<file path="src/hw/rtl/lcdseq_pkg.sv">
// lcdseq_pkg: types, codes and constants shared by the lcd expander byte sequencer
// no dependencies
`default_nettype none

package lcdseq_pkg;

  // operation codes of an input item
  localparam logic OP_CODE = 1'b0;
  localparam logic OP_POS  = 1'b1;

  // configuration register indexes
  localparam logic REG_BACKLIGHT   = 1'b0;
  localparam logic REG_NIBBLE_MODE = 1'b1;

  // shadow bit positions
  localparam logic [2:0] SH_RS = 3'd0;
  localparam logic [2:0] SH_RW = 3'd1;
  localparam logic [2:0] SH_EN = 3'd2;
  localparam logic [2:0] SH_D7 = 3'd6;

  // sequencer step numbers
  localparam logic [3:0] STEP_RS       = 4'd0;
  localparam logic [3:0] STEP_RW       = 4'd1;
  localparam logic [3:0] STEP_EN_LO    = 4'd2;
  localparam logic [3:0] STEP_HI_FIRST = 4'd3;
  localparam logic [3:0] STEP_HI_LAST  = 4'd6;
  localparam logic [3:0] STEP_MID_HI   = 4'd7;
  localparam logic [3:0] STEP_MID_LO   = 4'd8;
  localparam logic [3:0] STEP_LO_FIRST = 4'd9;
  localparam logic [3:0] STEP_LO_LAST  = 4'd12;
  localparam logic [3:0] STEP_FIN_HI   = 4'd13;
  localparam logic [3:0] STEP_FIN_LO   = 4'd14;

  localparam logic [7:0] SET_DDRAM = 8'b1000_0000;

  typedef struct packed {
    logic       op;
    logic       reg_select;
    logic [7:0] code;
    logic [5:0] column;
    logic [2:0] row;
  } in_item_t;

  typedef struct packed {
    logic [7:0] expander_byte;
    logic       last;
  } out_item_t;

  // one queued write: rs level and code byte
  typedef struct packed {
    logic       rs;
    logic [7:0] code;
  } seq_cmd_t;

  typedef struct packed {
    logic full;
    logic empty;
  } q_status_t;

  function automatic logic [6:0] row_base(input logic [1:0] row);
    logic [6:0] b;
    unique case (row)
      2'd0:    b = 7'd0;
      2'd1:    b = 7'd64;
      2'd2:    b = 7'd20;
      default: b = 7'd84;
    endcase
    return b;
  endfunction

endpackage

`default_nettype wire

</file>
<file path="src/hw/rtl/lcdseq_front.sv">
// lcdseq_front: classifies input items into queued code writes
// depends on lcdseq_pkg
`default_nettype none

module lcdseq_front (
  input  lcdseq_pkg::in_item_t item_i,
  input  logic                 valid_i,
  input  lcdseq_pkg::q_status_t q_status_i,
  output logic                 stall_o,
  output logic                 push_o,
  output lcdseq_pkg::seq_cmd_t cmd_o
);
  import lcdseq_pkg::*;

  logic [7:0] addr;
  logic       drop;

  // row base plus column, kept to 8 bits
  assign addr = 8'(row_base(item_i.row[1:0])) + {2'b00, item_i.column};
  // rows four to seven produce nothing
  assign drop = (item_i.op == OP_POS) && item_i.row[2];

  always_comb begin
    unique case (item_i.op)
      OP_CODE: begin
        cmd_o.rs   = item_i.reg_select;
        cmd_o.code = item_i.code;
      end
      default: begin
        cmd_o.rs   = 1'b0;
        cmd_o.code = SET_DDRAM | addr;
      end
    endcase
  end

  assign stall_o = q_status_i.full;
  assign push_o  = valid_i && !q_status_i.full && !drop;

endmodule

`default_nettype wire

</file>
<file path="src/hw/rtl/lcdseq_queue.sv">
// lcdseq_queue: short fifo of code writes between front and back
// depends on lcdseq_pkg
`default_nettype none

module lcdseq_queue #(
  parameter int unsigned DEPTH = 2
) (
  input  logic                  clk_i,
  input  logic                  rst_ni,
  input  logic                  push_i,
  input  lcdseq_pkg::seq_cmd_t  cmd_i,
  input  logic                  pop_i,
  output lcdseq_pkg::seq_cmd_t  cmd_o,
  output lcdseq_pkg::q_status_t status_o
);
  import lcdseq_pkg::*;

  localparam int unsigned PW = (DEPTH > 1) ? $clog2(DEPTH) : 1;
  localparam int unsigned CW = $clog2(DEPTH + 1);

  seq_cmd_t        mem_q [DEPTH];
  logic [PW-1:0]   wr_ptr_q, wr_ptr_d;
  logic [PW-1:0]   rd_ptr_q, rd_ptr_d;
  logic [CW-1:0]   count_q, count_d;

  function automatic logic [PW-1:0] ptr_inc(input logic [PW-1:0] p);
    logic [PW-1:0] n;
    if (p == PW'(DEPTH - 1)) begin
      n = '0;
    end else begin
      n = p + PW'(1);
    end
    return n;
  endfunction

  assign status_o.full  = (count_q == CW'(DEPTH));
  assign status_o.empty = (count_q == '0);
  assign cmd_o          = mem_q[rd_ptr_q];

  always_comb begin
    wr_ptr_d = push_i ? ptr_inc(wr_ptr_q) : wr_ptr_q;
    rd_ptr_d = pop_i  ? ptr_inc(rd_ptr_q) : rd_ptr_q;
    count_d  = count_q + CW'(push_i) - CW'(pop_i);
  end

  always_ff @(posedge clk_i) begin
    if (push_i) begin
      mem_q[wr_ptr_q] <= cmd_i;
    end
  end

  always_ff @(posedge clk_i or negedge rst_ni) begin
    if (!rst_ni) begin
      wr_ptr_q <= '0;
      rd_ptr_q <= '0;
      count_q  <= '0;
    end else begin
      wr_ptr_q <= wr_ptr_d;
      rd_ptr_q <= rd_ptr_d;
      count_q  <= count_d;
    end
  end

endmodule

`default_nettype wire

</file>
<file path="src/hw/rtl/lcdseq_back.sv">
// lcdseq_back: steps the pin shadow one line change per cycle, unless the output stalls, into the output register
// depends on lcdseq_pkg
`default_nettype none

module lcdseq_back (
  input  logic                  clk_i,
  input  logic                  rst_ni,
  input  logic                  backlight_i,
  input  logic                  nibble_mode_i,
  input  lcdseq_pkg::seq_cmd_t  cmd_i,
  input  lcdseq_pkg::q_status_t q_status_i,
  output logic                  pop_o,
  output logic                  out_valid_o,
  input  logic                  out_stall_i,
  output lcdseq_pkg::out_item_t out_item_o
);
  import lcdseq_pkg::*;

  logic      busy_q, busy_d;
  logic [3:0] step_q, step_d;
  seq_cmd_t  cmd_q, cmd_d;
  logic [6:0] shadow_q, shadow_d;
  logic      out_valid_q, out_valid_d;
  out_item_t out_q, out_d;

  logic       advance;
  logic       last_step;
  logic [2:0] pin;
  logic       level;
  logic       touch;

  assign advance   = busy_q && (!out_valid_q || !out_stall_i);
  assign last_step = (step_q == STEP_FIN_LO) || ((step_q == STEP_MID_LO) && !nibble_mode_i);
  assign pop_o     = !q_status_i.empty && (!busy_q || (advance && last_step));

  // which line this step drives and to what level
  always_comb begin
    pin   = SH_EN;
    level = 1'b0;
    touch = 1'b1;
    priority if (step_q == STEP_RS) begin
      pin   = SH_RS;
      level = cmd_q.rs;
    end else if (step_q == STEP_RW) begin
      pin = SH_RW;
    end else if (step_q == STEP_EN_LO || step_q == STEP_MID_LO || step_q == STEP_FIN_LO) begin
      pin = SH_EN;
    end else if (step_q == STEP_MID_HI || step_q == STEP_FIN_HI) begin
      pin   = SH_EN;
      level = 1'b1;
    end else if (step_q >= STEP_HI_FIRST && step_q <= STEP_HI_LAST) begin
      // D7 first, high nibble
      pin   = SH_D7 - 3'(step_q - STEP_HI_FIRST);
      level = cmd_q.code[3'd7 - 3'(step_q - STEP_HI_FIRST)];
    end else if (step_q >= STEP_LO_FIRST && step_q <= STEP_LO_LAST) begin
      pin   = SH_D7 - 3'(step_q - STEP_LO_FIRST);
      level = cmd_q.code[3'd3 - 3'(step_q - STEP_LO_FIRST)];
    end else begin
      touch = 1'b0;
    end
  end

  always_comb begin
    shadow_d = shadow_q;
    if (advance && touch) begin
      shadow_d[pin] = level;
    end
  end

  always_comb begin
    busy_d = busy_q;
    step_d = step_q;
    cmd_d  = cmd_q;
    if (pop_o) begin
      busy_d = 1'b1;
      step_d = STEP_RS;
      cmd_d  = cmd_i;
    end else if (advance && last_step) begin
      busy_d = 1'b0;
    end else if (advance) begin
      step_d = step_q + 4'd1;
    end
  end

  always_comb begin
    out_valid_d = out_valid_q;
    out_d       = out_q;
    if (advance) begin
      out_valid_d         = 1'b1;
      out_d.expander_byte = {shadow_d[6:3], backlight_i, shadow_d[2:0]};
      out_d.last          = last_step;
    end else if (!out_stall_i) begin
      out_valid_d = 1'b0;
    end
  end

  assign out_valid_o = out_valid_q;
  assign out_item_o  = out_q;

  always_ff @(posedge clk_i) begin
    cmd_q <= cmd_d;
    out_q <= out_d;
  end

  always_ff @(posedge clk_i or negedge rst_ni) begin
    if (!rst_ni) begin
      busy_q      <= 1'b0;
      step_q      <= STEP_RS;
      shadow_q    <= '0;
      out_valid_q <= 1'b0;
    end else begin
      busy_q      <= busy_d;
      step_q      <= step_d;
      shadow_q    <= shadow_d;
      out_valid_q <= out_valid_d;
    end
  end

endmodule

`default_nettype wire

</file>
<file path="src/hw/rtl/lcd_i2c_expander_byte_sequencer_unit.sv">
// lcd_i2c_expander_byte_sequencer_unit: top level of the lcd expander byte sequencer
// depends on lcdseq_pkg, lcdseq_front, lcdseq_queue, lcdseq_back
`default_nettype none

// Turns lcd controller writes (code bytes or cursor positions) into the stream of
// 8-bit expander pin images {D7..D4, backlight, EN, RW, RS}, one per line change.
// A code or position item yields 15 bytes in nibble mode and 9 bytes otherwise, the
// final one flagged by last; a position item on rows four to seven yields nothing.
// The back sequencer emits one byte per cycle when the output is not stalled, and
// items follow back to back while the next one is already queued; that single step
// counter sets the rate. The front classifies an item in the cycle it
// is accepted and parks it in a QUEUE_DEPTH-entry queue, so input is taken while
// the back is still busy; input stalls only when the queue is full. Configuration
// writes are meant for idle periods and take effect at once.

module lcd_i2c_expander_byte_sequencer_unit #(
  parameter int unsigned QUEUE_DEPTH = 2
) (
  input  logic                  clk_i,
  input  logic                  rst_ni,
  // configuration write port
  input  logic                  cfg_we_i,
  input  logic                  cfg_idx_i,
  input  logic                  cfg_data_i,
  // item input
  input  logic                  in_valid_i,
  output logic                  in_stall_o,
  input  lcdseq_pkg::in_item_t  in_item_i,
  // byte output
  output logic                  out_valid_o,
  input  logic                  out_stall_i,
  output lcdseq_pkg::out_item_t out_item_o
);
  import lcdseq_pkg::*;

  // configuration registers
  logic backlight_q, backlight_d;
  logic nibble_mode_q, nibble_mode_d;

  // front to queue to back
  logic      push;
  logic      pop;
  seq_cmd_t  front_cmd;
  seq_cmd_t  queue_cmd;
  q_status_t q_status;

  always_comb begin
    backlight_d   = backlight_q;
    nibble_mode_d = nibble_mode_q;
    if (cfg_we_i) begin
      unique case (cfg_idx_i)
        REG_BACKLIGHT:   backlight_d   = cfg_data_i;
        REG_NIBBLE_MODE: nibble_mode_d = cfg_data_i;
        default:         ;
      endcase
    end
  end

  always_ff @(posedge clk_i or negedge rst_ni) begin
    if (!rst_ni) begin
      backlight_q   <= 1'b1;
      nibble_mode_q <= 1'b1;
    end else begin
      backlight_q   <= backlight_d;
      nibble_mode_q <= nibble_mode_d;
    end
  end

  // classify: code write or cursor position, drop rows four to seven
  lcdseq_front u_front (
    .item_i     (in_item_i),
    .valid_i    (in_valid_i),
    .q_status_i (q_status),
    .stall_o    (in_stall_o),
    .push_o     (push),
    .cmd_o      (front_cmd)
  );

  // decouples front from back
  lcdseq_queue #(
    .DEPTH (QUEUE_DEPTH)
  ) u_queue (
    .clk_i    (clk_i),
    .rst_ni   (rst_ni),
    .push_i   (push),
    .cmd_i    (front_cmd),
    .pop_i    (pop),
    .cmd_o    (queue_cmd),
    .status_o (q_status)
  );

  // line-by-line sequencer with output register
  lcdseq_back u_back (
    .clk_i         (clk_i),
    .rst_ni        (rst_ni),
    .backlight_i   (backlight_q),
    .nibble_mode_i (nibble_mode_q),
    .cmd_i         (queue_cmd),
    .q_status_i    (q_status),
    .pop_o         (pop),
    .out_valid_o   (out_valid_o),
    .out_stall_i   (out_stall_i),
    .out_item_o    (out_item_o)
  );

`ifndef SYNTHESIS
  // never push into a full queue
  assert property (@(posedge clk_i) disable iff (!rst_ni) !(push && q_status.full))
    else $error("push into full queue");

  // never pop an empty queue
  assert property (@(posedge clk_i) disable iff (!rst_ni) !(pop && q_status.empty))
    else $error("pop from empty queue");

  // every sequence ends with EN low
  assert property (@(posedge clk_i) disable iff (!rst_ni)
    out_valid_o && out_item_o.last |-> !out_item_o.expander_byte[2])
    else $error("final byte with EN high");

  // RW is only ever driven low
  assert property (@(posedge clk_i) disable iff (!rst_ni)
    out_valid_o |-> !out_item_o.expander_byte[1])
    else $error("RW high in emitted byte");
`endif

endmodule

`default_nettype wire
</file>
<file path="config.mk">
export PLATFORM = sky130hd
export DESIGN_NAME = lcd_i2c_expander_byte_sequencer_unit
export DESIGN_NICKNAME = d
export VERILOG_FILES = /design/src/hw/rtl/lcdseq_pkg.sv /design/src/hw/rtl/lcdseq_front.sv /design/src/hw/rtl/lcdseq_queue.sv /design/src/hw/rtl/lcdseq_back.sv /design/src/hw/rtl/lcd_i2c_expander_byte_sequencer_unit.sv
export SDC_FILE = /design/constraint.sdc
export NUM_CORES = 1
export LEC_CHECK = 0
export ABC_AREA = 1
export BUFFER_PORTS_ARGS = -buffer_cell sky130_fd_sc_hd__buf_2
export CELL_PAD_IN_SITES_DETAIL_PLACEMENT = 0
export CELL_PAD_IN_SITES_GLOBAL_PLACEMENT = 2
export CORE_MARGIN = 5
export CORE_UTILIZATION = 39
export DETAILED_ROUTE_END_ITERATION = 6
export PLACE_DENSITY_LB_ADDON = 0.12
export SLEW_MARGIN = 20
export SYNTH_ARGS = -nofsm -noshare
export SYNTH_HDL_FRONTEND = slang
export SYNTH_HIERARCHICAL = 1
export SYNTH_SLANG_ARGS = --single-unit
</file>
<file path="constraint.sdc">
create_clock -name clk_i -period 6.7 [get_ports clk_i]
set_input_delay 1.34 -clock clk_i [delete_from_list [all_inputs] [get_ports clk_i]]
set_output_delay 1.34 -clock clk_i [all_outputs]
set_load 0.02 [all_outputs]
</file>
==> results.json <==
{
  "fillers": 807,
  "reg2reg_depth": 14,
  "htreeDepth": 2,
  "switching_power_w": 0.0006887,
  "ys_async_sr_fraction_pct": 34.55,
  "synth_fp_nets": 373,
  "setup_viol": 0,
  "final.min_clock_period_ps": 2965,
  "layout-drive-gt1-share_pct": 22.85,
  "start_kind": "register",
  "drc": 0,
  "min_path_cells": 2,
  "timing.final.crit_share_pct": 44.25,
  "hold_buffers": 0,
  "yosysWarnings": 6,
  "cts.sinks": 55,
  "dp_hpwl_mm": 4.270,
  "clk_path_buf_depth": 2,
  "met3_usage_pct": 2.335,
  "regArea_mm2": 0.001559,
  "routedWlPerCell_um": 11.26,
  "synth_flop_cell": "edfxtp_1",
  "grt_pass1_wl_mm": 9.694,
  "tightest_slew_ps": 949.6,
  "max_freq_mhz": 337.3,
  "rsz0062_at_grt": "no",
  "powerDensity_mw_per_mm2": 446.3,
  "netlist_instances": 336,
  "rrSetupSlack_ps": 3740,
  "final_area_mm2": 0.003385,
  "post-synth-top-area-cell": "edfxtp_1",
  "num_vias": 2146,
  "worstReg2RegEnd": "u_queue/count_q[1]$_DFF_PN0_",
  "crit_buf_inv": 5,
  "critical_path.max_fanout": 12,
  "viasPerCell": 4.527,
  "clk_pin_slew_ps": 90,
  "cts_tree": "done",
  "fin_cells": 474,
  "synth.most_common_cell": "nand2_1",
  "cts_setup_buffers": 0,
  "synthTopCellsByArea": "edfxtp_1, dfrtp_1, nand2_1",
  "r2r-start": "u_back/step_q[0]$_DFFE_PN0P_",
  "cp_cell_sequence": "inv_2 > ha_1 > nand3_2 > o21ai_2 > inv_1 > o21ai_1 > nand2_1 > inv_1 > ha_1 > inv_1 > ha_1 > inv_1 > nand2_1 > nand2_1",
  "final_antenna_net_count": 0,
  "crit_top_cell": "inv_1",
  "antenna_found_initial": 0,
  "diodes": 0,
  "multiInputGateArea_mm2": 0.001251,
  "required_ps": 6900,
  "min-delay-start": "backlight_q$_DFFE_PN1P_",
  "io_buffers": 36,
  "hold_viol": 0,
  "worstPathArrival_ps": 3170,
  "grt_usage_pct": 12.18,
  "start_util_pct": 39.79,
  "final.setup.tns_ps": 0,
  "pwr-share-seq_pct": 37.0,
  "final_nets": 408,
  "drv_slew": 0,
  "gp_congestion": 0.7926,
  "hold_path_class": "reg2reg",
  "p_leak_nw": 1.569,
  "core_area_mm2": 0.007687,
  "yosysSeqAreaShare_pct": 50.96,
  "cp_top_family": "adder cells",
  "syn_avg_cell_area_um2": 9.105,
  "drt_iter0_markers": 64,
  "max_slew_margin_pct": 36.46,
  "crit_path_top_delay_cell": "dfrtp_1",
  "gr-total-overflow": 0,
  "use_met2_pct": 21.27,
  "p_int_w": 0.0008217,
  "dr.pass1.iters": 4,
  "place_inst": 466,
  "syn2layout_area_growth_pct": 10.63,
  "grt_pass1_vias": 2162,
  "utilization_pct": 44.03,
  "clk_latency_ps": 300,
  "synth_cell_types": 35,
  "wl_mm": 5.338,
  "synth_edf_count": 36,
  "rows": 32,
  "clockRootBuffer": "clkbuf_8",
  "clockPowerShare_pct": 12.4,
  "die_area_mm2": 0.009715,
  "synthTopCellsByCount": "nand2_1, inv_1, edfxtp_1",
  "placed_cell_area_mm2": 0.003286,
  "vdd_ir_drop_max_mv": 0.1321,
  "maxCapViolCount": 0,
  "io_pins": 37,
  "synth.cell_area_mm2": 0.003059,
  "die_w_um": 98.57,
  "status": "finished clean",
  "cts_buffers": 5,
  "grtUsageMet1_pct": 14.84,
  "cts_resized": 0,
  "synth_top_area_share_pct": 35.34,
  "die_y_um": 98.57,
  "comb_power_share_pct": 50.6,
  "switching_share_pct": 45.60,
  "hold_end": "backlight_q$_DFFE_PN1P_",
  "worst-setup-path-type": "reg2reg",
  "synth_seq_cells": 55,
  "slowest_delay_ps": 510,
  "end_kind": "register",
  "busiest_layer": "met2",
  "grt_max_degree": 20,
  "fin_skew_ps": 11.40
}
==> final cells by class <==
type	count	area share, %
Tap cell	102	3.771
Inverter	44	4.954
Clock inverter	2	0.4806
Multi-Input combinational cell	229	36.97
Clock buffer	6	2.440
Sequential cell	55	46.06
Timing Repair Buffer	36	5.323
==> kinds of logic after synthesis <==
group	share of synthesized area, %
XOR/XNOR	0.8591
AND/OR/NAND/NOR	30.76
flip-flops	50.96
AO/OA/AOI/OAI	4.786
buffers and inverters	8.139
adder cells (fa/ha/maj)	4.499
==> cells in the final DEF (no fill, tap or decap), types with 2 or more instances in the layout <==
master and instances:
nand2_1 89, inv_1 38, buf_2 36, edfxtp_1 36
nand3_1 35, nor2_1 33, dfrtp_1 17, ha_1 11
nand2_2 10, o21ai_0 10, nand3_2 7, clkbuf_8 6
nor2_4 5, nor2_2 4, o21ai_2 3, inv_2 3
nand3b_1 3, a21oi_1 3, xor2_1 3, dfstp_2 2
o21ai_1 2, clkinv_1 2, nand2_4 2, o22ai_1 2
==> how the worst max path moves through the flow <==
stage / from / end / slack (ps) / cells past startpoint
3_5_place_dp: out_stall_i / u_back/out_item_o[3]$_DFFE_PP_ / 3390 / 10
3_3_place_gp: out_stall_i / u_back/out_item_o[6]$_DFFE_PP_ / 3400 / 9
6_report: u_back/step_q[0]$_DFFE_PN0P_ / u_queue/count_q[1]$_DFF_PN0_ / 3740 / 14
2_1_floorplan: out_stall_i / u_back/out_item_o[6]$_DFFE_PP_ / 3860 / 8
5_1_grt: u_back/step_q[0]$_DFFE_PN0P_ / u_queue/count_q[1]$_DFF_PN0_ / 3360 / 14
4_1_cts: u_back/step_q[0]$_DFFE_PN0P_ / u_queue/count_q[1]$_DFF_PN0_ / 3670 / 14
==> power by group through the flow <==
stage / clock network, W / logic [W] / registers [W]
global route: 0.000210 / 0.000887 / 0.000573
detailed placement: 0 / 0.000778 / 0.000569
floorplan: 0 / 0.000651 / 0.000551
CTS: 0.000197 / 0.000781 / 0.000561
finish: 0.000187 / 0.000764 / 0.000559
global placement: 0 / 0.000782 / 0.000569
==> metrics by stage <==
| step | total power (W) | setup slack, ps | hold WS, ps |
|---|---|---|---|
| after floorplan | 0.001203 | 3861 | 439.7 |
| after global routing | 0.001670 | 3360 | 517.1 |
| after global placement | 0.001350 | 3404 | 457.8 |
| final | 0.001510 | 3735 | 479.2 |
| after CTS | 0.001540 | 3668 | 487.2 |
| after detailed placement | 0.001347 | 3394 | 477.0 |
==> flip-flops by register name (all words and copies together), names as in the netlist <==
signal,count
u_queue/rd_ptr_q,1
u_back/shadow_q,7
u_back/step_q,4
nibble_mode_q,1
u_queue/count_q,2
u_queue/mem_q,18
u_back/busy_q,1
backlight_q,1
u_back/out_valid_o,1
u_queue/wr_ptr_q,1
u_back/cmd_q,9
u_back/out_item_o,9
==> metal layers <==
metal | up-vias | wire (um)
li1 | 1146 | -
met1 | 963 | 2454
met2 | 33 | 2668
met3 | 4 | 142
met4 | 0 | 73
met5 | - | 0
==> worst reg2reg max path: stages, from the launching register on <==
cell and delay (ps):
dfrtp_1 510, inv_2 260, ha_1 360, nand3_2 140, o21ai_2 190, inv_1 70
o21ai_1 200, nand2_1 110, inv_1 380, ha_1 310, inv_1 50, ha_1 160
inv_1 40, nand2_1 60, nand2_1 40
Power figures use the tool's default switching activity.
